--- src/sv/tbc_pkg.sv ---
// Shared types and constants for the thermistor beta-equation converter.
// Used by the channel interfaces, the pipeline cells and the top level.
package tbc_pkg;

	localparam int ADC_BITS = 10;
	localparam int FS = (1 << ADC_BITS) - 1;
	localparam int NUM_W = ADC_BITS + 3;
	localparam int DEN_W = ADC_BITS + 4;

	localparam int TEMP_W = 16;
	localparam int SUPPLY_W = 3;
	localparam int BETA_W = 16;
	localparam int FIXED_W = 20;
	localparam int ADDR_W = 4;
	localparam int DATA_W = 32;

	localparam int LOG_FRAC = 24;
	localparam int MSB_W = 5;
	localparam int M_W = 32;
	localparam int LOG_W = MSB_W + LOG_FRAC;

	// beta*2^24*100/29815 = beta*C_INT + beta*C_REM/29815
	localparam int C_W = 32;
	localparam int Y_W = 27;
	localparam int PE_W = 55;
	localparam int RECIP_SH = 42;
	localparam int QE_W = PE_W - RECIP_SH;
	localparam logic [C_W-1:0] C_INT = 32'd56271;
	localparam logic [Y_W-1:0] C_REM = 27'd1735;
	localparam logic [PE_W-1:0] C_RECIP = 55'd147511202;
	localparam logic [Y_W-1:0] T_REF = 27'd29815;

	localparam int PROD_W = 61;
	localparam logic [29:0] LN2_Q30 = 30'd744261118;
	localparam int LN_SH = 30;
	localparam int SC_W = 47;
	localparam logic [SC_W-1:0] SCALE = 47'd1677721600;
	localparam int D_W = 34;
	localparam int N_W = 50;
	localparam int Q_W = 16;

	localparam logic [Q_W-1:0] TK_MAX = 16'd60082;
	localparam logic [Q_W:0] T_OFS = 17'd27315;
	localparam logic signed [TEMP_W-1:0] TEMP_MAX = 16'sd32767;
	localparam logic signed [TEMP_W-1:0] TEMP_MIN = -16'sd27315;

	localparam logic [SUPPLY_W-1:0] SUPPLY_RST = 3'd5;
	localparam logic [BETA_W-1:0] BETA_RST = 16'd3950;
	localparam logic [FIXED_W-1:0] FIXED_RST = 20'd10000;

	typedef enum logic [1:0] {
		REG_SUPPLY = 2'd0,
		REG_BETA = 2'd1,
		REG_FIXED = 2'd2
	} reg_idx_t;

	// one token of the log2 chain: both operands squared side by side
	typedef struct packed {
		logic inv;
		logic [BETA_W-1:0] beta;
		logic [C_W-1:0] c;
		logic [MSB_W-1:0] p_num;
		logic [MSB_W-1:0] p_den;
		logic [M_W-1:0] m_num;
		logic [M_W-1:0] m_den;
		logic [LOG_FRAC-1:0] f_num;
		logic [LOG_FRAC-1:0] f_den;
	} log_tok_t;

	// one token of the restoring divider chain
	typedef struct packed {
		logic inv;
		logic bzero;
		logic hot;
		logic ovf;
		logic [N_W-1:0] rem;
		logic [N_W-1:0] dsh;
		logic [Q_W-1:0] q;
	} div_tok_t;

	function automatic logic [MSB_W-1:0] msb_pos(input logic [NUM_W-1:0] x);
		logic [MSB_W-1:0] p;
		p = '0;
		for (int i = 0; i < NUM_W; i++) begin
			if (x[i]) begin
				p = MSB_W'(i);
			end
		end
		return p;
	endfunction

endpackage

--- src/sv/tbc_log_cell.sv ---
// One fraction bit of log2 for both operands: square the mantissa, renormalise.
// Depends on tbc_pkg for the token type.
module tbc_log_cell import tbc_pkg::*; (
	input logic clk,
	input logic arst_n,
	input logic en,
	input logic vld_i,
	input log_tok_t tok_i,
	output logic vld_o,
	output log_tok_t tok_o
);

	logic vld_s1;
	log_tok_t tok_s1;
	log_tok_t tok_n;
	logic [2*M_W-1:0] sq_num;
	logic [2*M_W-1:0] sq_den;
	logic [M_W:0] t_num;
	logic [M_W:0] t_den;

	always_comb begin
		sq_num = (2*M_W)'(tok_i.m_num) * (2*M_W)'(tok_i.m_num);
		sq_den = (2*M_W)'(tok_i.m_den) * (2*M_W)'(tok_i.m_den);
		t_num = sq_num[2*M_W-1:M_W-1];
		t_den = sq_den[2*M_W-1:M_W-1];
		tok_n = tok_i;
		tok_n.f_num = {tok_i.f_num[LOG_FRAC-2:0], t_num[M_W]};
		tok_n.f_den = {tok_i.f_den[LOG_FRAC-2:0], t_den[M_W]};
		// halve when the square reached two
		tok_n.m_num = t_num[M_W] ? t_num[M_W:1] : t_num[M_W-1:0];
		tok_n.m_den = t_den[M_W] ? t_den[M_W:1] : t_den[M_W-1:0];
	end

	always_ff @(posedge clk or negedge arst_n) begin
		if (!arst_n) begin
			vld_s1 <= 1'b0;
		end else if (en) begin
			vld_s1 <= vld_i;
		end
	end

	always_ff @(posedge clk) begin
		if (en) begin
			tok_s1 <= tok_n;
		end
	end

	assign vld_o = vld_s1;
	assign tok_o = tok_s1;

endmodule

--- config.mk ---
export PLATFORM = sky130hd
export DESIGN_NAME = tbc_log_cell
export DESIGN_NICKNAME = d
export VERILOG_FILES = /design/src/sv/tbc_pkg.sv /design/src/sv/tbc_log_cell.sv
export SDC_FILE = /design/constraint.sdc
export NUM_CORES = 2
export LEC_CHECK = 0
export ABC_AREA = 1
export BUFFER_PORTS_ARGS = -buffer_cell sky130_fd_sc_hd__buf_2
export CORE_UTILIZATION = 66
export CTS_BUF_LIST = sky130_fd_sc_hd__clkbuf_8 sky130_fd_sc_hd__clkbuf_16
export CTS_CLUSTER_DIAMETER = 100
export DETAILED_ROUTE_END_ITERATION = 8
export PLACE_DENSITY = 0.91
export SYNTH_ARGS = -nofsm -noshare
export SYNTH_HDL_FRONTEND = slang
export SYNTH_SLANG_ARGS = --single-unit
--- constraint.sdc ---
create_clock -name clk -period 0.8 [get_ports clk]
set_input_delay 0.16 -clock clk [delete_from_list [all_inputs] [get_ports clk]]
set_output_delay 0.16 -clock clk [all_outputs]
set_load 0.05 [all_outputs]
==> metrics.txt, run 1 <==
Seq/Total Area, Yosys 7.56%; vias in the first global route 97600; Final GP Congestion approximately 1.1; post-synthesis cell area a little under 0.07 mm2; Buffers on Ports 344; Clock Sinks 172; Root Buffer clkbuf_16; Overflow after GRT 2354; register bit total from synthesis about 170; Placed Cells 10900; Post-Synthesis Cells 8302; Post-synth EDFFs roughly 170; Clock Path Buffers 2; Die Width 324 um; post-synth net total ~11000; stop err [ERROR GRT-0116] Global routing finished with congestion. Check the congestion regions in the DRC Viewer.; IO Pins 347; row count 117; first-pass GRT wire length 669000 um; H-tree depth 4; initial core utilization 66.8%; clock buffer count from CTS 17; Stopped at global routing; Yosys cell types 38; Avg Inst Size Synth 8.22 um2; synth warn 0; GRT Total Usage ~87%; Die Ht between 300 and 400 um; status aborted with a tool error; Post-synth top flop edfxtp_1; pre-CTS WS -6.62 ns; Post-DP HPWL 208000 um; pin count of the biggest net entering global routing 37; ys async rst share less than 1%
metrics by stage:
step / hold slack (ns) / setup TNS [ns] / cell area (um2) / util, %
floorplan: -0.136 / -363.44 / 69100 / -
global placement: -0.0526 / -427.28 / 80100 / 78.4
detailed placement: -0.0474 / -457.07 / 80100 / 78.4
CTS: 0.00581 / -438.29 / 86800 / 84.9
layer usage:
| layer | GRT usage (%) | overflow |
|---|---|---|
| met1 | 82.4 | 124 |
| met2 | 98.6 | 1413 |
| met3 | 81.0 | 133 |
| met4 | 86.9 | 669 |
| met5 | 68.6 | 15 |
repair_timing:
action                      CTS
setup endpoints to repair   238
resized for setup          1155
pin swaps                   282
hold endpoints to repair    107
setup buffers                62
hold buffers                107
cloned                       20
kinds of logic after synthesis:
kind of cell	share of synthesized area [%]
mux	0.0165
flops	7.56
xor+xnor	1.31
fa+ha+maj	57.4
simple gates	14.4
compound gates	2.51
buf+inv	16.8
cell usage after synthesis (all sizes together), types with 3 or more instances:
library cell	instances	share of area (%)
a21o	10	0.11
nand2	2077	11
o21bai	46	0.51
nor4	8	0.092
nor3	28	0.21
xnor2	36	0.46
nand3	118	0.87
nand4	32	0.29
ha	598	11
clkbuf	177	0.97
and2	3	0.028
buf	39	0.34
or2	13	0.12
a31o	12	0.15
xor2	66	0.85
a21oi	161	1.2
a31oi	5	0.046
inv	2817	15
edfxtp	171	7.5
fa	1582	46
nor2	231	1.3
o21ai	67	0.49
==> inputs of run 2 (changes only) <==
--- a/config.mk
+++ b/config.mk
@@ -7,11 +7,9 @@
 export LEC_CHECK = 0
 export ABC_AREA = 1
 export BUFFER_PORTS_ARGS = -buffer_cell sky130_fd_sc_hd__buf_2
-export CORE_UTILIZATION = 66
-export CTS_BUF_LIST = sky130_fd_sc_hd__clkbuf_8 sky130_fd_sc_hd__clkbuf_16
-export CTS_CLUSTER_DIAMETER = 100
+export CORE_UTILIZATION = 40
 export DETAILED_ROUTE_END_ITERATION = 8
-export PLACE_DENSITY = 0.91
+export PLACE_DENSITY_LB_ADDON = 0.15
 export SYNTH_ARGS = -nofsm -noshare
 export SYNTH_HDL_FRONTEND = slang
 export SYNTH_SLANG_ARGS = --single-unit
==> metrics.txt, run 2 <==
status finished with violations; failing checks negative setup slack; reg2reg path depth 1; Yosys cell types 38; Critical-path top delay cell fa_1; Starting DRT DRC Count between 2000 and 2500; FMAX 156 MHz; Die Ht 415 um; ANT nets after route 0; Worst Max-Slew Pin Slew 0.444 ns; Pre-Repair DR Iteration Count 6; post-synthesis cell area 0.0682 mm2; Worst path depth 32; final setup vio count 238; crit path DAT 6.62 ns; count leader, synth inv_1; Post-synth top cells inv_1 (2810), nand2_1 (2066), fa_1 (1582); clock buffer count from CTS 17; GRT Total Usage 25.0%; vias in the first global route between 60000 and 70000; Root Buffer clkbuf_16; WHS Path Cells 1; Synth top area share 46.4%; max FFs per register 171; drc violations 0; Final GP Congestion 0.918; DR vias 55700; Final Max Slew Viols 0; post-synth net total 10700; Post-Synthesis Cells 8302; CORE AREA 0.169 mm2; antenna cells 0; post-route cell area 0.0907 mm2; Top cell by count, worst path fa_1; max-capacitance violation count 0; Worst-path clk slew roughly 0.080 ns; Layout area overhead 32.9%; Final period util 803%; RSZ-0062 raised after global routing yes; fin worst setup slack -5.62 ns; ranking of synthesized cells by area fa_1 (46%), inv_1 (15%), nand2_1 (11%); routed vias/inst 4.59; first-pass GRT wire length 337000 um; layout cell share with drive strength beyond 1 26.1%; placed inst area 0.0826 mm2; Avg Inst Size Synth 8.22 um2; Final #Nets approximately 12000; H-tree depth 4; Clock Path Buffers 2; initial core utilization 40.3%; Worst Path Buf+Inv 12; Overflow after GRT 0; critical path fanouts, max 7; critical path's top delay family adder cells; Post-synth top flop edfxtp_1; Buffers on Ports 344; setup TNS -434.05 ns; most frequent cells in the layout inv_1 (2712), nand2_1 (1734), fa_1 (1467); Hold Crit Class input port to flip-flop; DR WL/cell 17.4 um; Post-Route WL 211000 um; die footprint 0.172 mm2; hold slack final 0.0385 ns; Post-synth EDFFs approximately 170; Seq/Total Area, Yosys between 7 and 8%; Hold Fails Final Rpt 0; clock latency on the worst-skew pair between 0.4 and 0.5 ns; CTS tree yes; critical path class input port to flip-flop; Post-DP HPWL 183000 um; crit end category flip-flop; Rel. slew slack 70.1%; pin count of the biggest net entering global routing 47; Die Width approximately 420 um; CP required 0.99 ns; Clock Sinks 172; final core utilization 53.5%; synth warn 0; register bit total from synthesis 172; Synth area leader fa_1; crit-path max cell delay 0.58 ns; IO Pins 347; # fillers 15900; crit path time final 6.42 ns; row count 151; initial antenna violation count 1; commonest non-fill, non-tap cell in the layout inv_1; ys async rst share 0.581%; startpoint types input port; clock skew 0 ns
==> run 2: what timing repair did <==
action	in CTS	in global routing
hold endpoints to repair	107	0
gates cloned	15	6
pin swaps	151	348
setup buffers	59	42
endpoints found under the setup margin	238	238
gates resized for setup	550	1027
hold buffers	107	0
==> run 2: cell type report <==
type | count | area, um2 | share of cell area, %
Sequential cell | 172 | 5160 | 5.69
Clock buffer | 17 | 425 | 0.469
Timing Repair inverter | 2 | 32.5 | 0.0359
Clock inverter | 15 | 149 | 0.164
Tap cell | 2218 | 2780 | 3.06
Timing Repair Buffer | 1788 | 16400 | 18.1
Multi-Input combinational cell | 5100 | 55200 | 60.8
Inverter | 2817 | 10600 | 11.7
==> run 2: kinds of logic (layout without fill, tap and decap cells) <==
| group | Yosys count | count (layout) | share of synthesized area (%) |
|---|---|---|---|
| AO/OA/AOI/OAI | 303 | 303 | 2.51 |
| XOR/XNOR | 102 | 102 | 1.31 |
| adder cells (fa/ha/maj) | 2180 | 2180 | 57.4 |
| buffers and inverters | 3033 | 4639 | 16.8 |
| flip-flops | 172 | 172 | 7.56 |
| multiplexers | 1 | 1 | 0.0165 |
| AND/OR/NAND/NOR | 2511 | 2514 | 14.4 |
==> run 2: worst paths after layout <==
kind,start,end,slack (ns)
max,tok_i[65],tok_o[71],-5.62
min,en,tok_o[2],0.04
max reg2reg,vld_o,vld_o,0.03
min reg2reg,vld_o,vld_o,0.53
max in group asynchronous,arst_n,vld_o,0.58
min in group asynchronous,arst_n,vld_o,0.12
==> run 2: metal layers <==
| metal | global-route usage (%) | wire (um) | vias up |
|---|---|---|---|
| met2 | 46.8 | 112000 | 976 |
| met3 | 1.52 | 6210 | 211 |
| met1 | 31.5 | 88200 | 28000 |
| met5 | 0 | 0 | - |
| li1 | - | - | 26500 |
| met4 | 4.99 | 4950 | 0 |
==> run 2: per-stage QoR <==
| stage | std cells | setup slack, ns |
|---|---|---|
| final | 12100 | -5.62 |
| after global routing | 12100 | -5.84 |
| after CTS | 12100 | -5.62 |
| after detailed placement | 11900 | -6.60 |
| after global placement | 11900 | -6.57 |
| after floorplan | 8302 | -5.53 |
Power of run 2 is left out: the tool's default activity adds up to more than one toggle a clock period on the data nets, which glitch-free logic cannot reach.
