File: config.mk
export PLATFORM = sky130hd
export DESIGN_NAME = tbc_div_cell
export DESIGN_NICKNAME = d
export VERILOG_FILES = /design/src/sv/tbc_pkg.sv /design/src/sv/tbc_div_cell.sv
export SDC_FILE = /design/constraint.sdc
export NUM_CORES = 1
export LEC_CHECK = 0
export BUFFER_PORTS_ARGS = -buffer_cell sky130_fd_sc_hd__buf_4
export CORE_MARGIN = 5
export CORE_UTILIZATION = 43
export CTS_CLUSTER_SIZE = 8
export DETAILED_ROUTE_END_ITERATION = 8
export GPL_TIMING_DRIVEN = 0
export PLACE_DENSITY = 0.75
export SYNTH_ARGS = -nofsm -noshare
export SYNTH_HDL_FRONTEND = slang
export SYNTH_SLANG_ARGS = --single-unit
File: constraint.sdc
create_clock -name clk -period 0.8 [get_ports clk]
set_input_delay 0.12 -clock clk [delete_from_list [all_inputs] [get_ports clk]]
set_output_delay 0.12 -clock clk [all_outputs]
set_load 0.01 [all_outputs]
File: src/sv/tbc_pkg.sv
// Shared types and constants for the thermistor beta-equation converter.
// Used by the channel interfaces, the pipeline cells and the top level.
package tbc_pkg;

	localparam int ADC_BITS = 10;
	localparam int FS = (1 << ADC_BITS) - 1;
	localparam int NUM_W = ADC_BITS + 3;
	localparam int DEN_W = ADC_BITS + 4;

	localparam int TEMP_W = 16;
	localparam int SUPPLY_W = 3;
	localparam int BETA_W = 16;
	localparam int FIXED_W = 20;
	localparam int ADDR_W = 4;
	localparam int DATA_W = 32;

	localparam int LOG_FRAC = 24;
	localparam int MSB_W = 5;
	localparam int M_W = 32;
	localparam int LOG_W = MSB_W + LOG_FRAC;

	// beta*2^24*100/29815 = beta*C_INT + beta*C_REM/29815
	localparam int C_W = 32;
	localparam int Y_W = 27;
	localparam int PE_W = 55;
	localparam int RECIP_SH = 42;
	localparam int QE_W = PE_W - RECIP_SH;
	localparam logic [C_W-1:0] C_INT = 32'd56271;
	localparam logic [Y_W-1:0] C_REM = 27'd1735;
	localparam logic [PE_W-1:0] C_RECIP = 55'd147511202;
	localparam logic [Y_W-1:0] T_REF = 27'd29815;

	localparam int PROD_W = 61;
	localparam logic [29:0] LN2_Q30 = 30'd744261118;
	localparam int LN_SH = 30;
	localparam int SC_W = 47;
	localparam logic [SC_W-1:0] SCALE = 47'd1677721600;
	localparam int D_W = 34;
	localparam int N_W = 50;
	localparam int Q_W = 16;

	localparam logic [Q_W-1:0] TK_MAX = 16'd60082;
	localparam logic [Q_W:0] T_OFS = 17'd27315;
	localparam logic signed [TEMP_W-1:0] TEMP_MAX = 16'sd32767;
	localparam logic signed [TEMP_W-1:0] TEMP_MIN = -16'sd27315;

	localparam logic [SUPPLY_W-1:0] SUPPLY_RST = 3'd5;
	localparam logic [BETA_W-1:0] BETA_RST = 16'd3950;
	localparam logic [FIXED_W-1:0] FIXED_RST = 20'd10000;

	typedef enum logic [1:0] {
		REG_SUPPLY = 2'd0,
		REG_BETA = 2'd1,
		REG_FIXED = 2'd2
	} reg_idx_t;

	// one token of the log2 chain: both operands squared side by side
	typedef struct packed {
		logic inv;
		logic [BETA_W-1:0] beta;
		logic [C_W-1:0] c;
		logic [MSB_W-1:0] p_num;
		logic [MSB_W-1:0] p_den;
		logic [M_W-1:0] m_num;
		logic [M_W-1:0] m_den;
		logic [LOG_FRAC-1:0] f_num;
		logic [LOG_FRAC-1:0] f_den;
	} log_tok_t;

	// one token of the restoring divider chain
	typedef struct packed {
		logic inv;
		logic bzero;
		logic hot;
		logic ovf;
		logic [N_W-1:0] rem;
		logic [N_W-1:0] dsh;
		logic [Q_W-1:0] q;
	} div_tok_t;

	function automatic logic [MSB_W-1:0] msb_pos(input logic [NUM_W-1:0] x);
		logic [MSB_W-1:0] p;
		p = '0;
		for (int i = 0; i < NUM_W; i++) begin
			if (x[i]) begin
				p = MSB_W'(i);
			end
		end
		return p;
	endfunction

endpackage

File: src/sv/tbc_div_cell.sv
// One quotient bit of the restoring divide for the kelvin result.
// Depends on tbc_pkg for the token type.
module tbc_div_cell import tbc_pkg::*; (
	input logic clk,
	input logic arst_n,
	input logic en,
	input logic vld_i,
	input div_tok_t tok_i,
	output logic vld_o,
	output div_tok_t tok_o
);

	logic vld_s1;
	div_tok_t tok_s1;
	div_tok_t tok_n;

	always_comb begin
		tok_n = tok_i;
		if (tok_i.rem >= tok_i.dsh) begin
			tok_n.rem = tok_i.rem - tok_i.dsh;
			tok_n.q = {tok_i.q[Q_W-2:0], 1'b1};
		end else begin
			tok_n.q = {tok_i.q[Q_W-2:0], 1'b0};
		end
		tok_n.dsh = tok_i.dsh >> 1;
	end

	always_ff @(posedge clk or negedge arst_n) begin
		if (!arst_n) begin
			vld_s1 <= 1'b0;
		end else if (en) begin
			vld_s1 <= vld_i;
		end
	end

	always_ff @(posedge clk) begin
		if (en) begin
			tok_s1 <= tok_n;
		end
	end

	assign vld_o = vld_s1;
	assign tok_o = tok_s1;

endmodule

==> insert_results.sql <==
INSERT INTO impl_metrics (metric_group, metric, value, unit) VALUES
('routing', 'drt-total-wl', '21400', 'um'),
('sta', 'setup_viol_count_final', '171', ''),
('power', 'cellLeakagePower', '0.00513', 'uW'),
('critical_path', 'timing.critical_path.fanout_max', '5', ''),
('outcome', 'failed_checks', 'negative setup slack', ''),
('sta', 'slew_violations', '0', ''),
('floorplan', 'placement_rows', '47', ''),
('finish', 'mostFrequentLayoutCells', '157 x sky130_fd_sc_hd__buf_4, 119 x sky130_fd_sc_hd__edfxtp_1, 105 x sky130_fd_sc_hd__buf_6, 71 x sky130_fd_sc_hd__dlygate4sd3_1, 62 x sky130_fd_sc_hd__inv_1', ''),
('grt', 'largest_net_degree_at_the_start_of_global_routing', '49', ''),
('outcome', 'run_status', 'complete, but fails checks', ''),
('routing', 'post-route-drc-count', '0', ''),
('critical_path', 'cp-start-kind', 'input pin', ''),
('routing', 'post_drt_wl_per_cell', '17.5', 'um'),
('synthesis', 'synth_nets', '811', ''),
('clock_tree', 'htree_levels', '4', ''),
('finish', 'num_antenna_cells', '0', ''),
('grt', 'global_route_wire_length_before_repair', '33200', 'um'),
('finish', 'area_growth_syn_to_layout', '58.6', '%'),
('routing', 'first_iter_violations', '479', ''),
('critical_path', 'worst_ep_arrival_time', '3.04', 'ns'),
('finish', 'fill_cells', '1187', ''),
('job', 'max_cap_violations', '0', ''),
('power', 'p_per_area', '1930', 'nW/um2'),
('synthesis', 'ys.flop_type', 'sky130_fd_sc_hd__edfxtp_1', ''),
('clock_tree', 'cts_hold_repair.buffers', '71', ''),
('floorplan', 'core_area', '16600', 'um2'),
('grt', 'grt_pass1_vias', '6541', ''),
('synthesis', 'synthCells', '636', ''),
('synthesis', 'ys_types', '56', ''),
('sta', 'max_freq', '0.348', 'GHz'),
('synthesis', 'synth_async_sr_flop_share', '0.833', '%'),
('finish', 'nNetsFinal', '1166', ''),
('floorplan', 'die-area', '19800', 'um2'),
('sta', 'transition_time_of_the_tightest_slew_check_pin', '0.491', 'ns'),
('clock_tree', 'cts_root_buffer', 'sky130_fd_sc_hd__clkbuf_16', ''),
('clock_tree', 'cts_made_buffers', '17', ''),
('clock_tree', 'clk_pin_slew_worst_paths', '0.06', 'ns'),
('synthesis', 'synthesis.area', '7340', 'um2'),
('sta', 'final.setup.worst_slack', '-2.07', 'ns'),
('finish', 'fin_util', '70.0', '%'),
('synthesis', 'avgSynthCellArea', '11.5', 'um2'),
('floorplan', 'die_width', '141', 'um'),
('sta', 'slew_headroom', '66.9', '%'),
('place', 'rd_place_congestion', '0.846', ''),
('clock_tree', 'tritoncts', 'done', ''),
('synthesis', 'synth-seq-area-share', '49.0', '%'),
('floorplan', 'floorplan.initialDensity', '44.1', '%'),
('floorplan', 'io_pins', '245', ''),
('synthesis', 'synthesis.yosys.warnings', '0', ''),
('grt', 'grt_antenna_before_repair', '0', ''),
('routing', 'viasPerCell', '5.16', ''),
('worst_hold_path', 'worstHoldPathType', 'input pin to register', ''),
('sta', 'fin_skew', '0', 'ns'),
('place', 'place_inst', '1099', ''),
('synthesis', 'number_of_flops_mapped_to_enable_cells_by_yosys', '119', ''),
('critical_path', 'timing_worst_setup_path_type', 'input pin to register', ''),
('sta', 'rsz_0062_raised_after_global_routing', 'true', ''),
('grt', 'grt_remaining_overflow', '0', ''),
('grt', 'grt.total_usage', '21.2', '%'),
('clock_tree', 'clock_tree.buffer_depth', '2', ''),
('finish', 'final_common_cell', 'sky130_fd_sc_hd__buf_4', ''),
('place', 'i_o_buffers', '242', ''),
('place', 'hpwl', '14400', 'um'),
('sta', 'finalHoldViolCount', '0', ''),
('routing', 'drt.antenna.violating_nets', '0', ''),
('clock_tree', 'clock_sinks', '120', ''),
('floorplan', 'fp.dieH', '141', 'um'),
('finish', 'final-instance-count-excl-fill', '1224', ''),
('synthesis', 'yosys_register_bits', '120', ''),
('clock_tree', 'clkLatencyLatePin', '0.42', 'ns'),
('sta', 'timing.final.crit_period', '2.87', 'ns'),
('power', 'worst_ir_drop_on_vdd', '1370', 'uV'),
('power', 'design_power_total', '22400', 'uW'),
('critical_path', 'critPathCaptureType', 'register', ''),
('critical_path', 'worstPathRequired', '0.97', 'ns'),
('sta', 'share_of_the_clock_period_used_by_the_worst_path_after_layout', '359', '%'),
('routing', 'num_vias', '6319', ''),
('routing', 'drt_pass1_iterations', '5', ''),
('finish', 'drive_above_1_share', '38.6', '%');
## through the flow
step	area, um2	setup TNS [ns]	hold slack, ns	setup WS (ns)
final	11600	-132.50	0.00652	-2.07
after global routing	11600	-141.77	-0.00541	-2.16
after CTS	11400	-131.43	-0.00195	-2.02
after detailed placement	9490	-201.23	-0.104	-2.97
after global placement	9460	-248.29	-0.104	-2.95
after floorplan	7370	-113.18	-0.176	-2.33
## flip-flops by register name, indices dropped and copies added, names as in the netlist
register	count
vld_o	1
tok_o	119
## cell families after synthesis
group | count (synthesis) | synth area share, %
muxes | 50 | 8.62
DFF | 120 | 49.0
AOI/OAI and AO/OA | 167 | 14.9
buffers and inverters | 87 | 5.33
and+or+nand+nor | 114 | 7.82
other | 1 | 0.0511
xor gates and xnor gates | 46 | 5.49
adders and majority gates | 51 | 8.79
## final timing paths
path                                         from              endpoint  slack (ns)  cells past startpoint
worst min-delay path                    tok_i[99]   tok_o[99]$_DFFE_PP_       0.007                      2
worst max-delay path                    tok_i[66]  tok_o[113]$_DFFE_PP_       -2.07                     18
worst min register to register  vld_o$_DFFE_PN0P_     vld_o$_DFFE_PN0P_        0.55                      1
min in group asynchronous                  arst_n     vld_o$_DFFE_PN0P_        0.52                      3
worst max register to register  vld_o$_DFFE_PN0P_     vld_o$_DFFE_PN0P_        0.03                      1
max in group asynchronous                  arst_n     vld_o$_DFFE_PN0P_        0.18                      3
## Yosys cell counts (11+ instances only)
| cell type | count | share of area, % |
|---|---|---|
| sky130_fd_sc_hd__a21oi_1 | 53 | 3.6 |
| sky130_fd_sc_hd__inv_1 | 64 | 3.3 |
| sky130_fd_sc_hd__ha_1 | 50 | 8.5 |
| sky130_fd_sc_hd__o21bai_1 | 13 | 1.3 |
| sky130_fd_sc_hd__nor2_1 | 22 | 1.1 |
| sky130_fd_sc_hd__nand4_1 | 15 | 1.3 |
| sky130_fd_sc_hd__mux2_4 | 19 | 3.9 |
| sky130_fd_sc_hd__nand2_1 | 35 | 1.8 |
| sky130_fd_sc_hd__clkbuf_1 | 13 | 0.66 |
| sky130_fd_sc_hd__o21ai_0 | 25 | 1.7 |
| sky130_fd_sc_hd__xor2_1 | 19 | 2.3 |
| sky130_fd_sc_hd__xnor2_1 | 27 | 3.2 |
| sky130_fd_sc_hd__a31oi_1 | 11 | 0.94 |
| sky130_fd_sc_hd__mux2_2 | 30 | 4.6 |
| sky130_fd_sc_hd__edfxtp_1 | 119 | 49 |
| sky130_fd_sc_hd__a21o_1 | 25 | 2.6 |
## report_power, final
group / internal, uW / switching, uW / total, uW / leakage (uW)
logic: 3710 / 2950 / 6660 / 0.00368
clock network: 4640 / 3070 / 7710 / 0.000279
registers: 7770 / 291 / 8060 / 0.00118
total: 16100 / 6310 / 22400 / 0.00513
## worst max-delay path, stage by stage
cell and delay [ns]:
sky130_fd_sc_hd__buf_12 0.11, sky130_fd_sc_hd__inv_12 0.04, sky130_fd_sc_hd__ha_4 0.11, sky130_fd_sc_hd__inv_2 0.03, sky130_fd_sc_hd__fa_2 0.35, sky130_fd_sc_hd__a21o_1 0.21, sky130_fd_sc_hd__a221oi_4 0.29, sky130_fd_sc_hd__nand3_2 0.16
sky130_fd_sc_hd__a21oi_4 0.22, sky130_fd_sc_hd__o311a_4 0.21, sky130_fd_sc_hd__a21oi_4 0.06, sky130_fd_sc_hd__o21ai_2 0.15, sky130_fd_sc_hd__and2_4 0.17, sky130_fd_sc_hd__o21a_4 0.16, sky130_fd_sc_hd__inv_6 0.05, sky130_fd_sc_hd__buf_12 0.14
sky130_fd_sc_hd__buf_12 0.14, sky130_fd_sc_hd__mux2_4 0.29
## area by class of cell
cell class	instances	area (um2)	area share [%]
Tap cell	220	275	2.36
Sequential cell	120	3600	30.9
Multi-Input combinational cell	429	3530	30.3
Clock buffer	17	425	3.65
Buffer	18	139	1.19
Clock inverter	15	168	1.44
Inverter	65	262	2.25
Timing Repair Buffer	340	3250	27.9
## per-layer routing
metal / vias to the layer above / GRT usage [%] / wire length (um)
li1: 3071 / - / -
met1: 2992 / 24.7 / 8450
met2: 222 / 37.8 / 11000
met3: 34 / 6.20 / 1520
met4: 0 / 6.17 / 408
met5: - / 0 / 0
## repair_timing
action,4_1_cts,5_1_grt
setup endpoints to repair,245,208
pin swaps,14,4
buffers inserted,14,10
gates cloned,3,0
hold endpoints to repair,75,7
resized for setup,98,51
(Power assumes the default switching activity.)
